===== src/rtl/core/ctt_pkg.sv =====
// ctt_pkg: shared types, constants and character-class helpers for the
// config text tokenizer; no dependencies, imported by every rtl/core module
package ctt_pkg;

  localparam int LINE_BITS_DEF  = 32;  // default width of the line counter
  localparam int LINE_OUT_BITS  = 32;  // width of the reported line number
  localparam int ACC_BITS       = 64;  // number accumulator width
  localparam int QUEUE_DEPTH    = 4;   // result queue entries
  localparam int QUEUE_PTR_BITS = $clog2(QUEUE_DEPTH);
  localparam int QUEUE_CNT_BITS = QUEUE_PTR_BITS + 1;

  typedef enum logic [3:0] {
    MODE_IDLE  = 4'd0,
    MODE_IDENT = 4'd1,
    MODE_DEC   = 4'd2,
    MODE_ZERO  = 4'd3,
    MODE_HEX   = 4'd4,
    MODE_STR   = 4'd5,
    MODE_ESC   = 4'd6,
    MODE_SLASH = 4'd7,
    MODE_CMT   = 4'd8
  } mode_t;

  localparam logic [2:0] KIND_IDENT  = 3'd0;
  localparam logic [2:0] KIND_BOOL   = 3'd1;
  localparam logic [2:0] KIND_NUMBER = 3'd2;
  localparam logic [2:0] KIND_STRING = 3'd3;
  localparam logic [2:0] KIND_PUNCT  = 3'd4;
  localparam logic [2:0] KIND_ERROR  = 3'd5;

  typedef struct packed {
    logic [7:0] text_byte;
    logic       end_of_text;
  } in_item_t;

  typedef struct packed {
    logic [2:0]               token_kind;
    logic [7:0]               token_char;
    logic                     char_valid;
    logic [ACC_BITS-1:0]      number_value;
    logic [LINE_OUT_BITS-1:0] line_number;
    logic                     token_end;
  } out_item_t;

  // results of one byte: how many, and up to two of them in order
  typedef struct packed {
    logic [1:0] count;
    out_item_t  first;
    out_item_t  second;
  } lex_res_t;

  function automatic logic is_alpha(input logic [7:0] c);
    return (c >= "a" && c <= "z") || (c >= "A" && c <= "Z");
  endfunction

  function automatic logic is_digit(input logic [7:0] c);
    return c >= "0" && c <= "9";
  endfunction

  function automatic logic is_hex(input logic [7:0] c);
    return is_digit(c) || (c >= "a" && c <= "f") || (c >= "A" && c <= "F");
  endfunction

  function automatic logic is_punct(input logic [7:0] c);
    return c == "{" || c == "}" || c == ":" || c == "," || c == "[" || c == "]" ||
           c == ">" || c == "<" || c == "+" || c == "-" || c == "*" || c == "(" ||
           c == ")";
  endfunction

  // nibble value of a hex digit character
  function automatic logic [3:0] hex_val(input logic [7:0] c);
    return c[3:0] + ((c >= "A") ? 4'd9 : 4'd0);
  endfunction

  function automatic logic [7:0] kw_true_char(input logic [1:0] p);
    logic [7:0] ch;
    case (p)
      2'd0:    ch = "t";
      2'd1:    ch = "r";
      2'd2:    ch = "u";
      default: ch = "e";
    endcase
    return ch;
  endfunction

  function automatic logic [7:0] kw_false_char(input logic [2:0] p);
    logic [7:0] ch;
    case (p)
      3'd0:    ch = "f";
      3'd1:    ch = "a";
      3'd2:    ch = "l";
      3'd3:    ch = "s";
      default: ch = "e";
    endcase
    return ch;
  endfunction

endpackage


===== src/rtl/core/ctt_lex.sv =====
// ctt_lex: lexer state registers and the per-byte transition logic
// depends on ctt_pkg
module ctt_lex
  import ctt_pkg::*;
#(
  parameter int LINE_COUNT_BITS = LINE_BITS_DEF
) (
  input  logic     clk,
  input  logic     rst_n,
  input  logic     accept,
  input  in_item_t item,
  output lex_res_t res
);

  mode_t                      mode_r, mode_nxt;
  logic [ACC_BITS-1:0]        acc_r, acc_nxt;
  logic                       hex_seen_r, hex_seen_nxt;
  logic [2:0]                 kpos_r, kpos_nxt;
  logic [1:0]                 kcand_r, kcand_nxt;
  logic [LINE_COUNT_BITS-1:0] cur_line_r, cur_line_nxt;
  logic [LINE_COUNT_BITS-1:0] start_line_r, start_line_nxt;

  logic [LINE_OUT_BITS-1:0] fin_line, new_line;
  logic [7:0]               c;
  logic                     do_fin, relex, do_new, fin_emits;
  out_item_t                fin_item, new_item;
  logic [2:0]               new_kind;
  logic [7:0]               new_char;
  logic                     new_cvalid, new_end;
  logic [LINE_COUNT_BITS-1:0] line_inc;

  assign c        = item.text_byte;
  assign line_inc = (cur_line_r != '1) ? cur_line_r + LINE_COUNT_BITS'(1) : cur_line_r;

  // saturate line counters to the reported width
  generate
    if (LINE_COUNT_BITS <= LINE_OUT_BITS) begin : g_line_narrow
      assign fin_line = LINE_OUT_BITS'(start_line_r);
      assign new_line = LINE_OUT_BITS'(start_line_nxt);
    end else begin : g_line_wide
      assign fin_line = (|start_line_r[LINE_COUNT_BITS-1:LINE_OUT_BITS]) ? '1 :
                        start_line_r[LINE_OUT_BITS-1:0];
      assign new_line = (|start_line_nxt[LINE_COUNT_BITS-1:LINE_OUT_BITS]) ? '1 :
                        start_line_nxt[LINE_OUT_BITS-1:0];
    end
  endgenerate

  // token that the current mode closes when it ends
  always_comb begin
    fin_item             = '0;
    fin_item.line_number = fin_line;
    fin_item.token_end   = 1'b1;
    fin_emits            = 1'b1;
    case (mode_r)
      MODE_IDENT: begin
        if (kcand_r[0] && kpos_r == 3'd4) begin
          fin_item.token_kind   = KIND_BOOL;
          fin_item.number_value = ACC_BITS'(1);
        end else if (kcand_r[1] && kpos_r == 3'd5) begin
          fin_item.token_kind = KIND_BOOL;
        end else begin
          fin_item.token_kind = KIND_IDENT;
        end
      end
      MODE_DEC, MODE_ZERO: begin
        fin_item.token_kind   = KIND_NUMBER;
        fin_item.number_value = acc_r;
      end
      MODE_HEX: begin
        if (hex_seen_r) begin
          fin_item.token_kind   = KIND_NUMBER;
          fin_item.number_value = acc_r;
        end else begin
          fin_item.token_kind = KIND_ERROR;
        end
      end
      MODE_STR, MODE_ESC: fin_item.token_kind = KIND_STRING;
      MODE_SLASH: begin
        fin_item.token_kind = KIND_PUNCT;
        fin_item.token_char = "/";
        fin_item.char_valid = 1'b1;
      end
      default: fin_emits = 1'b0;
    endcase
  end

  // next state and the byte's own result
  always_comb begin
    mode_nxt       = mode_r;
    acc_nxt        = acc_r;
    hex_seen_nxt   = hex_seen_r;
    kpos_nxt       = kpos_r;
    kcand_nxt      = kcand_r;
    cur_line_nxt   = cur_line_r;
    start_line_nxt = start_line_r;
    do_fin         = 1'b0;
    relex          = 1'b0;
    do_new         = 1'b0;
    new_kind       = KIND_IDENT;
    new_char       = 8'd0;
    new_cvalid     = 1'b0;
    new_end        = 1'b0;

    if (item.end_of_text) begin
      do_fin   = 1'b1;
      mode_nxt = MODE_IDLE;
    end else begin
      case (mode_r)
        MODE_IDENT: begin
          if (is_alpha(c) || is_digit(c) || c == "_" || c == "-") begin
            kcand_nxt[0] = kcand_r[0] && kpos_r < 3'd4 && c == kw_true_char(kpos_r[1:0]);
            kcand_nxt[1] = kcand_r[1] && kpos_r < 3'd5 && c == kw_false_char(kpos_r);
            kpos_nxt     = (kpos_r == 3'd7) ? kpos_r : kpos_r + 3'd1;
            do_new       = 1'b1;
            new_kind     = KIND_IDENT;
            new_char     = c;
            new_cvalid   = 1'b1;
          end else begin
            relex = 1'b1;
          end
        end
        MODE_DEC: begin
          if (is_digit(c)) begin
            acc_nxt = (acc_r << 3) + (acc_r << 1) + ACC_BITS'(c[3:0]);
          end else begin
            relex = 1'b1;
          end
        end
        MODE_ZERO: begin
          if (c == "x" || c == "X") begin
            mode_nxt     = MODE_HEX;
            hex_seen_nxt = 1'b0;
            acc_nxt      = '0;
          end else begin
            relex = 1'b1;
          end
        end
        MODE_HEX: begin
          if (is_hex(c)) begin
            acc_nxt      = {acc_r[ACC_BITS-5:0], hex_val(c)};
            hex_seen_nxt = 1'b1;
          end else begin
            relex = 1'b1;
          end
        end
        MODE_STR: begin
          if (c == "\"") begin
            do_fin   = 1'b1;
            mode_nxt = MODE_IDLE;
          end else if (c == "\\") begin
            mode_nxt = MODE_ESC;
          end else begin
            if (c == "\n") cur_line_nxt = line_inc;
            do_new     = 1'b1;
            new_kind   = KIND_STRING;
            new_char   = c;
            new_cvalid = 1'b1;
          end
        end
        MODE_ESC: begin
          case (c)
            "n":     new_char = 8'h0A;
            "r":     new_char = 8'h0D;
            "f":     new_char = 8'h0C;
            "t":     new_char = 8'h09;
            default: new_char = c;
          endcase
          if (c == "\n") cur_line_nxt = line_inc;
          do_new     = 1'b1;
          new_kind   = KIND_STRING;
          new_cvalid = 1'b1;
          mode_nxt   = MODE_STR;
        end
        MODE_SLASH: begin
          if (c == "/") begin
            mode_nxt = MODE_CMT;
          end else begin
            relex = 1'b1;
          end
        end
        MODE_CMT: begin
          if (c == "\n") begin
            cur_line_nxt = line_inc;
            mode_nxt     = MODE_IDLE;
          end
        end
        default: relex = 1'b1;
      endcase

      // pending token closes, then the byte starts afresh
      if (relex) begin
        do_fin   = 1'b1;
        mode_nxt = MODE_IDLE;
        if (c == "\n") begin
          cur_line_nxt = line_inc;
        end else if (c != "\t" && c != "\r" && c != " ") begin
          start_line_nxt = cur_line_r;
          if (is_alpha(c) || c == "_") begin
            mode_nxt   = MODE_IDENT;
            kpos_nxt   = 3'd1;
            kcand_nxt  = {c == "f", c == "t"};
            do_new     = 1'b1;
            new_kind   = KIND_IDENT;
            new_char   = c;
            new_cvalid = 1'b1;
          end else if (is_digit(c)) begin
            acc_nxt  = ACC_BITS'(c[3:0]);
            mode_nxt = (c == "0") ? MODE_ZERO : MODE_DEC;
          end else if (c == "\"") begin
            mode_nxt = MODE_STR;
          end else if (is_punct(c)) begin
            do_new     = 1'b1;
            new_kind   = KIND_PUNCT;
            new_char   = c;
            new_cvalid = 1'b1;
            new_end    = 1'b1;
          end else if (c == "/") begin
            mode_nxt = MODE_SLASH;
          end else begin
            do_new   = 1'b1;
            new_kind = KIND_ERROR;
            new_end  = 1'b1;
          end
        end
      end
    end
  end

  always_comb begin
    new_item              = '0;
    new_item.token_kind   = new_kind;
    new_item.token_char   = new_char;
    new_item.char_valid   = new_cvalid;
    new_item.line_number  = new_line;
    new_item.token_end    = new_end;
  end

  always_comb begin
    if (do_fin && fin_emits) begin
      res.count  = do_new ? 2'd2 : 2'd1;
      res.first  = fin_item;
    end else begin
      res.count  = do_new ? 2'd1 : 2'd0;
      res.first  = new_item;
    end
    res.second = new_item;
  end

  always_ff @(posedge clk) begin
    if (!rst_n) begin
      mode_r       <= MODE_IDLE;
      acc_r        <= '0;
      hex_seen_r   <= 1'b0;
      kpos_r       <= 3'd0;
      kcand_r      <= 2'b11;
      cur_line_r   <= LINE_COUNT_BITS'(1);
      start_line_r <= LINE_COUNT_BITS'(1);
    end else if (accept) begin
      mode_r       <= mode_nxt;
      acc_r        <= acc_nxt;
      hex_seen_r   <= hex_seen_nxt;
      kpos_r       <= kpos_nxt;
      kcand_r      <= kcand_nxt;
      cur_line_r   <= cur_line_nxt;
      start_line_r <= start_line_nxt;
    end
  end

endmodule


===== src/rtl/core/ctt_queue.sv =====
// ctt_queue: small result queue taking up to two results a cycle and
// giving one per transfer; depends on ctt_pkg
module ctt_queue
  import ctt_pkg::*;
(
  input  logic      clk,
  input  logic      rst_n,
  input  logic      push_en,
  input  lex_res_t  push,
  output logic      full,
  output logic      out_valid,
  input  logic      out_stall,
  output out_item_t out_data
);

  out_item_t                 mem_r [QUEUE_DEPTH];
  logic [QUEUE_PTR_BITS-1:0] head_r, head_nxt, tail_r, tail_nxt;
  logic [QUEUE_CNT_BITS-1:0] count_r, count_nxt, push_cnt;
  logic                      pop;

  assign out_valid = count_r != '0;
  assign out_data  = mem_r[head_r];
  assign pop       = out_valid && !out_stall;
  // room must exist for the worst case of two results
  assign full      = count_r > QUEUE_CNT_BITS'(QUEUE_DEPTH - 2);
  assign push_cnt  = push_en ? QUEUE_CNT_BITS'(push.count) : '0;

  always_comb begin
    tail_nxt  = tail_r + QUEUE_PTR_BITS'(push_cnt);
    head_nxt  = pop ? head_r + QUEUE_PTR_BITS'(1) : head_r;
    count_nxt = count_r + push_cnt - QUEUE_CNT_BITS'(pop);
  end

  always_ff @(posedge clk) begin
    if (push_en && push.count != 2'd0) begin
      mem_r[tail_r] <= push.first;
    end
    if (push_en && push.count == 2'd2) begin
      mem_r[tail_r + QUEUE_PTR_BITS'(1)] <= push.second;
    end
  end

  always_ff @(posedge clk) begin
    if (!rst_n) begin
      head_r  <= '0;
      tail_r  <= '0;
      count_r <= '0;
    end else begin
      head_r  <= head_nxt;
      tail_r  <= tail_nxt;
      count_r <= count_nxt;
    end
  end

endmodule


===== src/rtl/core/config_text_tokenizer_core.sv =====
// config_text_tokenizer_core: top level of the byte-serial config text lexer
// depends on ctt_pkg, ctt_lex and ctt_queue
//
// usage
//   in channel: one text byte per transfer (in_data.text_byte); a transfer
//   with in_data.end_of_text set ignores the byte, flushes any pending token
//   and puts the lexer back to idle (line count is kept)
//   out channel: one token result per transfer; identifiers and strings give
//   one result per character and a closing result with token_end set;
//   numbers, punctuation and errors give a single closing result
//   a byte's results are queued on its transfer and offered behind older ones
//   throughput: one byte per cycle while in_stall is low; a byte that closes
//   one token and starts another gives two results, which the out side drains
//   one per transfer from the single-read result queue
//   in_stall rises when the 4-entry result queue lacks room for two results
//   out_stall holds the offered result steady; bytes keep flowing in until
//   the queue fills
//   reset (rst_n low, synchronous) empties the queue, returns the lexer to
//   idle and sets the line counter to one
module config_text_tokenizer_core
  import ctt_pkg::*;
#(
  parameter int LINE_COUNT_BITS = LINE_BITS_DEF  // line counter width, 8 to 64
) (
  input  logic      clk,
  input  logic      rst_n,
  input  logic      in_valid,
  output logic      in_stall,
  input  in_item_t  in_data,
  output logic      out_valid,
  input  logic      out_stall,
  output out_item_t out_data
);

  logic     in_accept;  // byte transfer this cycle
  lex_res_t lex_res;    // results produced by the byte

  assign in_accept = in_valid && !in_stall;

  // mode, number accumulator, keyword tracker and line counters
  ctt_lex #(
    .LINE_COUNT_BITS(LINE_COUNT_BITS)
  ) u_lex (
    .clk    (clk),
    .rst_n  (rst_n),
    .accept (in_accept),
    .item   (in_data),
    .res    (lex_res)
  );

  // results wait here, which keeps the in side moving while out stalls
  ctt_queue u_queue (
    .clk       (clk),
    .rst_n     (rst_n),
    .push_en   (in_accept),
    .push      (lex_res),
    .full      (in_stall),
    .out_valid (out_valid),
    .out_stall (out_stall),
    .out_data  (out_data)
  );

endmodule


===== config.mk =====
export PLATFORM = sky130hd
export DESIGN_NAME = config_text_tokenizer_core
export DESIGN_NICKNAME = d
export VERILOG_FILES = /design/src/rtl/core/ctt_pkg.sv /design/src/rtl/core/ctt_lex.sv /design/src/rtl/core/ctt_queue.sv /design/src/rtl/core/config_text_tokenizer_core.sv
export SDC_FILE = /design/constraint.sdc
export NUM_CORES = 1
export LEC_CHECK = 0
export BUFFER_PORTS_ARGS = -buffer_cell sky130_fd_sc_hd__buf_2
export CAP_MARGIN = 5
export CORE_MARGIN = 1
export CORE_UTILIZATION = 55
export CTS_BUF_LIST = sky130_fd_sc_hd__clkbuf_4 sky130_fd_sc_hd__clkbuf_8
export CTS_CLUSTER_DIAMETER = 150
export CTS_CLUSTER_SIZE = 25
export DETAILED_ROUTE_END_ITERATION = 12
export PLACE_DENSITY = 0.73
export SKIP_CTS_REPAIR_TIMING = 1
export SLEW_MARGIN = 10
export SYNTH_ARGS = -nofsm -noshare
export SYNTH_HDL_FRONTEND = slang
export SYNTH_SLANG_ARGS = --single-unit
export TNS_END_PERCENT = 5

===== constraint.sdc =====
create_clock -name clk -period 6.4 [get_ports clk]
set_input_delay 0.32 -clock clk [delete_from_list [all_inputs] [get_ports clk]]
set_output_delay 0.32 -clock clk [all_outputs]
set_load 0.05 [all_outputs]

### Yosys cells after proc, flatten, opt, wreduce, memory -nomap -nowiden

Memories as Yosys holds them, arrays and structs flattened. A register that Yosys moved wholly into a read port is not among the register bits.
Index checks and enable logic that the tools add are counted.

| operators by class | value |
|---|---|
| eq/ne operators | 54 |
| bitwise logic cells | 1 |
| reductions and logical operators | 54 |
| $add $sub $neg | 10 |
| order comparisons | 11 |
| muxes and demuxes | 145 |

Operator list:

| kind | count |
|---|---|
| two-way mux 64 bit | 9 |
| case mux 64 bit (3 select lines) | 2 |
| two-way mux 32 bit | 10 |
| two-way mux 8 bit | 17 |
| two-way mux 111 bit | 1 |
| == test 8 x 6 -> 1 bit, second input constant | 12 |
| == test 8 x 7 -> 1 bit, second input constant | 12 |
| adder 64 x 4 -> 64 bit | 1 |
| adder 64 bit | 1 |
| case mux 32 bit (2 select lines) | 1 |
| two-way mux 3 bit | 19 |
| two-way mux 4 bit | 14 |
| two-way mux 1 bit | 50 |
| adder 32 x 1 -> 32 bit, second input constant | 1 |
| less-or-equal comparator 8 x 7 -> 1 bit, second input constant | 4 |
| inequality test 32 bit, second input constant | 1 |
| case mux 8 bit (4 select lines) | 1 |
| case mux 8 bit (3 select lines) | 1 |
| two-way mux 2 bit | 11 |
| logical OR 1 bit | 20 |
| case mux 4 bit (5 select lines) | 1 |
| case mux 5 bit (4 select lines) | 1 |
| logical AND 1 bit | 18 |
| == test 4 x 3 -> 1 bit, second input constant | 4 |
| other kinds (47) | 63 |

| storage, ports and cells | value |
|---|---|
| output and inout port bits | 111 |
| bits in writable memories | 436 |
| memories | 1 |
| logic and storage cells | 286 |
| input port bits | 13 |
| flip-flop bits (word level) | 145 |

Memories:

| name | depth | width | read ports | clocked after Yosys merged registers in | wr ports | line | source |
|---|---|---|---|---|---|---|---|
| u_queue.mem_r | 4 | 109 | 1 | 1 | 2 | ctt_queue.sv:16 | `out_item_t mem_r [QUEUE_DEPTH];` |

### Depth between registers and ports, before layout

| depth | value |
|---|---|
| word-level depth | 27 |
| depth in mapped cells | 22 |
| mapped depth without buffers | 17 |

### Cells and area by module

From an unflattened synthesis, not the netlist that was laid out.

| second synthesis, totals | value |
|---|---|
| cells, all modules | 2956 |
| area, all modules | 35093.7 µm² |

Modules (own cells, without submodules):

| module | area each (µm²) | times used | cells an instance | seq. area each (µm²) |
|---|---|---|---|---|
| ctt_queue | 21375.5 | 1 | 1112 | 13272.7 |
| ctt_lex | 13704.4 | 1 | 1843 | 2762.6 |
| config_text_tokenizer_core | 13.8 | 1 | 1 | 0.0 |

### Least setup slack after synthesis

Ideal clock, no wire load.

| path | value |
|---|---|
| path kind | input port to flip-flop |
| from | input port in_data[2] (netlist bit) |
| to | memory u_queue.mem_r[1][0] (netlist bit), enable pin |
| path slack | 0.857 ns |
| stages | 20 |
| path buffers | 6 |
| data required time | 6.001 ns |
| arrival time | 5.144 ns |
| setup time | 0.399 ns |
| path through | buf_2 > or4_1 > a21oi_1 > a311o_2 > a31o_1 > a211oi_1 > nor3b_2 > clkbuf_1 > clkbuf_1 > nand2_1 > nand2_1 > inv_1 > ha_1 > nor2_1 > nand2_1 > and2_0 > clkbuf_1 > clkbuf_1 > clkbuf_1 > inv_1 |

RTL lines:

| what | line | source |
|---|---|---|
| from (decl) | config_text_tokenizer_core.sv:29 | `input in_item_t in_data,` |
| to (decl) | ctt_queue.sv:16 |  |

==> impl_metrics.csv <==
group,metric,value,unit
route,route.detailed.drc,0,
worst_setup_path,path_max_fanout,25,
worst_setup_path,critPathCaptureType,"flop",
worst_setup_path,crit_family,"simple AND/OR/NAND/NOR gates",
yosys,synth-seq-area-share,44.4,%
finish,drive_gt1_share,13.5,%
yosys,synthFlopType,"dfxtp_1",
run,cap_violations,0,
sta,slew_headroom,18.5,%
yosys,ys_ff_latch,583,
sta,fin_crit,5310,ps
worst_setup_path,r2r_slack,1090,ps
sta,skew,68.8,ps
floorplanning,die_w,237,um
power_and_ir_drop,powerDensity,229,nW/um^2
finish,final_cell_area,31600,um^2
yosys,synth_cells,2854,
global_routing,grt_max_degree,104,
power_and_ir_drop,p_int,4.86,mW
floorplanning,die_h,237,um
yosys,synth_area_per_cell,10.6,um^2
global_routing,grt_usage,29.5,%
yosys,ys_warn_count,0,
min_path,min_from,"out_stall",
route,viasPerCell,6.85,
worst_setup_path,regToRegStartpoint,"u_lex.mode_r[2]",
cts,clockRootBuffer,"clkbuf_8",
yosys,synth-compound-area-share,23.8,%
cts,cts_max_level,1,
yosys,syn_area,30300,um^2
place,port-buffer-count,123,
worst_setup_path,slowest_stage,"dfxtp_1",
yosys,synth_edf_count,180,
sta,rsz0062_at_grt,"no",
min_path,whs_endpoint,"u_queue.head_r[0]",
cts,path_clk_slew,150,ps
sta,period_share,82.9,%
route,drtAntennaViolNets,0,
power_and_ir_drop,power_leakage,12.0,nW
sta,whs,44.9,ps
power_and_ir_drop,ir_drop,286,uV
cts,cts-buffers-inserted,27,
cts,clock-sinks,583,
route,dr.pass1.iters,6,
worst_setup_path,r2r-end,"u_queue.mem_r[1][102]",
power_and_ir_drop,switching_share,32.7,%
worst_setup_path,crit_required,6790,ps
sta,setup_viol,0,
worst_setup_path,cp-start-kind,"flop",
sta,finalMaxSlewViolations,0,
global_routing,grt_overflow_total,0,
route,wire_per_inst,24.1,um
finish,fin_nets,2947,
global_routing,grt_pass1_vias,23749,
yosys,synth_top_family_by_area,"compound AO/OA/AOI/OAI gates",
min_path,min_path_cells,4,
place,place_hpwl,54.5,mm
power_and_ir_drop,switchingPower,2.36,mW
worst_setup_path,slowest_delay,730,ps
min_path,hold_class,"input port to flop",
route,drtIter0Drc,2338,
yosys,synth_xor_area_share,2.48,%
yosys,synth-simple-area-share,10.2,%
finish,syn_to_final_growth,4.09,%
floorplanning,initial_utilization,56.0,%
cts,tritoncts,"yes",
worst_setup_path,crit_type,"flop to flop",
power_and_ir_drop,seq_power_share,55.6,%
yosys,muxShareOfSynthArea,8.49,%
sta,fmax,188,MHz
sta,worst_slew_pin_slew,1220,ps
route,route.final.wire_length,84.4,mm
power_and_ir_drop,power_frac_clock,22.2,%
place,place_area,31100,um^2
global_routing,grt_pass1_wl,133,mm
global_routing,antenna_found_initial,2,
yosys,synth_nets,3007,
floorplanning,io_pins,124,
power_and_ir_drop,combPwrFrac,22.2,%
yosys,synth_cell_types,92,
route,vias,23998,
worst_setup_path,rr_worst_depth,15,
worst_setup_path,crit_buf_inv,3,
floorplanning,num_rows,85,
sta,setup_tns,0,ps
cts,clock_latency,720,ps
sta,hold_viol,0,
worst_setup_path,worstPathArrival,5700,ps
worst_setup_path,path_cells,"or4b_1, a31oi_1, o21ai_1, nand2_2, a211o_1, a31oi_1, a21o_1, nand2_1, inv_1, ha_1, nor2_1, nand2_1, and2_2, inv_2, buf_4",
yosys,synthArstFlopShare,0,%
run_status,status,"finished, final reports clean",
place,place.gp.congestion,0.931,
floorplanning,dieArea,56100,um^2
cts,cts_max_path_buffers,3,
floorplanning,coreArea,54100,um^2
yosys,synthAdderAreaFrac,5.85,%
## through the flow
| step | power, mW | std cells | worst slack, ps | utilization, % |
|---|---|---|---|---|
| after floorplan | 5.27 | 2854 | 857 | - |
| after global placement | 5.69 | 3461 | 1310 | 57.4 |
| after detailed placement | 5.71 | 3461 | 1120 | 57.4 |
| after CTS | 7.27 | 3503 | 1150 | 58.3 |
| after global routing | 7.47 | 3504 | 760 | 58.3 |
| final | 7.22 | 3504 | 1090 | 58.3 |
## flip-flops by register name (all words and copies together) (netlist names), named ones only
name,flops
u_queue.mem_r,436
u_queue.count_r,3
u_lex.acc_r,64
u_queue.head_r,2
u_lex.cur_line_r,32
u_lex.fin_line,32
u_lex.mode_r,4
u_lex.kpos_r,3
u_queue.tail_r,2
u_lex.kcand_r,2
u_lex.hex_seen_r,1
## final cells by class
class,instances,area [um^2]
fill,4529,22600
multi-input combinational,1964,15500
sequential,583,13500
timing repair buffer,172,1050
tap,696,871
clock buffer,40,469
inverter,46,176
clock inverter,2,31.3
antenna,1,2.50
## worst max-delay path by stage
| stage | to | from | slack [ps] | depth (start not counted) |
|---|---|---|---|---|
| finish | u_queue.mem_r[1][102] | u_lex.mode_r[2] | 1090 | 15 |
| global route | u_queue.mem_r[1][105] | u_lex.mode_r[2] | 760 | 15 |
| CTS | u_queue.mem_r[1][105] | u_lex.mode_r[2] | 1150 | 15 |
| detailed placement | u_queue.mem_r[1][17] | in_data[2] | 1120 | 16 |
| global placement | u_queue.mem_r[1][16] | in_data[2] | 1310 | 16 |
| floorplan | u_queue.mem_r[1][0] | in_data[2] | 860 | 20 |
## worst register-to-register path, cell delays in order (launching register included)
cell,delay [ps]
dfxtp_1,730
or4b_1,610
a31oi_1,190
o21ai_1,90
nand2_2,110
a211o_1,330
a31oi_1,220
a21o_1,280
nand2_1,120
inv_1,50
ha_1,180
nor2_1,300
nand2_1,370
and2_2,550
inv_2,490
buf_4,350
## cell usage after synthesis (44+ instances only)
library cell  number  share of area, %
dfxtp_1          403                27
ha_1             137               5.7
a22o_1           259               7.5
mux4_2           109               8.1
nand3_1           60              0.99
inv_1             44              0.54
o21ai_0          144               2.4
nand2_1          239               3.0
clkbuf_1         169               2.1
a32o_1           132               4.4
a21oi_1          159               2.6
nor2_1           164               2.0
edfxtp_1         180                18
## cell usage in the layout (no fill, tap or decap), drive strengths merged, types with 10 or more instances in the layout
master,n
xor2,43
a22o,259
a21oi,160
o21a,16
mux2i,12
a221oi,15
clkbuf,40
dfxtp,403
nand2,240
and3,18
nor3,26
buf,172
o211ai,13
or2,10
or3,10
a22oi,31
o22ai,24
inv,47
ha,137
nand3,61
nand4,30
a21o,30
o21bai,12
and2,19
mux4,109
a31oi,20
a211oi,12
edfxtp,180
nor2b,18
nand2b,16
xnor2,43
a32o,132
nor2,170
o21ai,159
## layer usage
metal / part of all wire (%) / vias up / GRT usage, %
li1: - / 10854 / -
met1: 41 / 12017 / 38.9
met2: 49 / 976 / 51.0
met3: 6.6 / 151 / 3.09
met4: 2.5 / 0 / 9.13
met5: 0 / - / 0
## logic make-up after synthesis
kind of cell    Yosys count
compound gates          963
xor+xnor                 86
fa+ha+maj               140
buf+inv                 307
flops                   583
mux                     121
simple gates            654
## power groups by stage
stage / sequential, mW / combinational (mW) / clock (mW)
floorplan: 4.00 / 1.27 / 0
global placement: 4.09 / 1.60 / 0
detailed placement: 4.10 / 1.61 / 0
CTS: 4.02 / 1.61 / 1.64
global route: 4.03 / 1.68 / 1.76
finish: 4.01 / 1.60 / 1.61
Power figures use the tool's default switching activity.
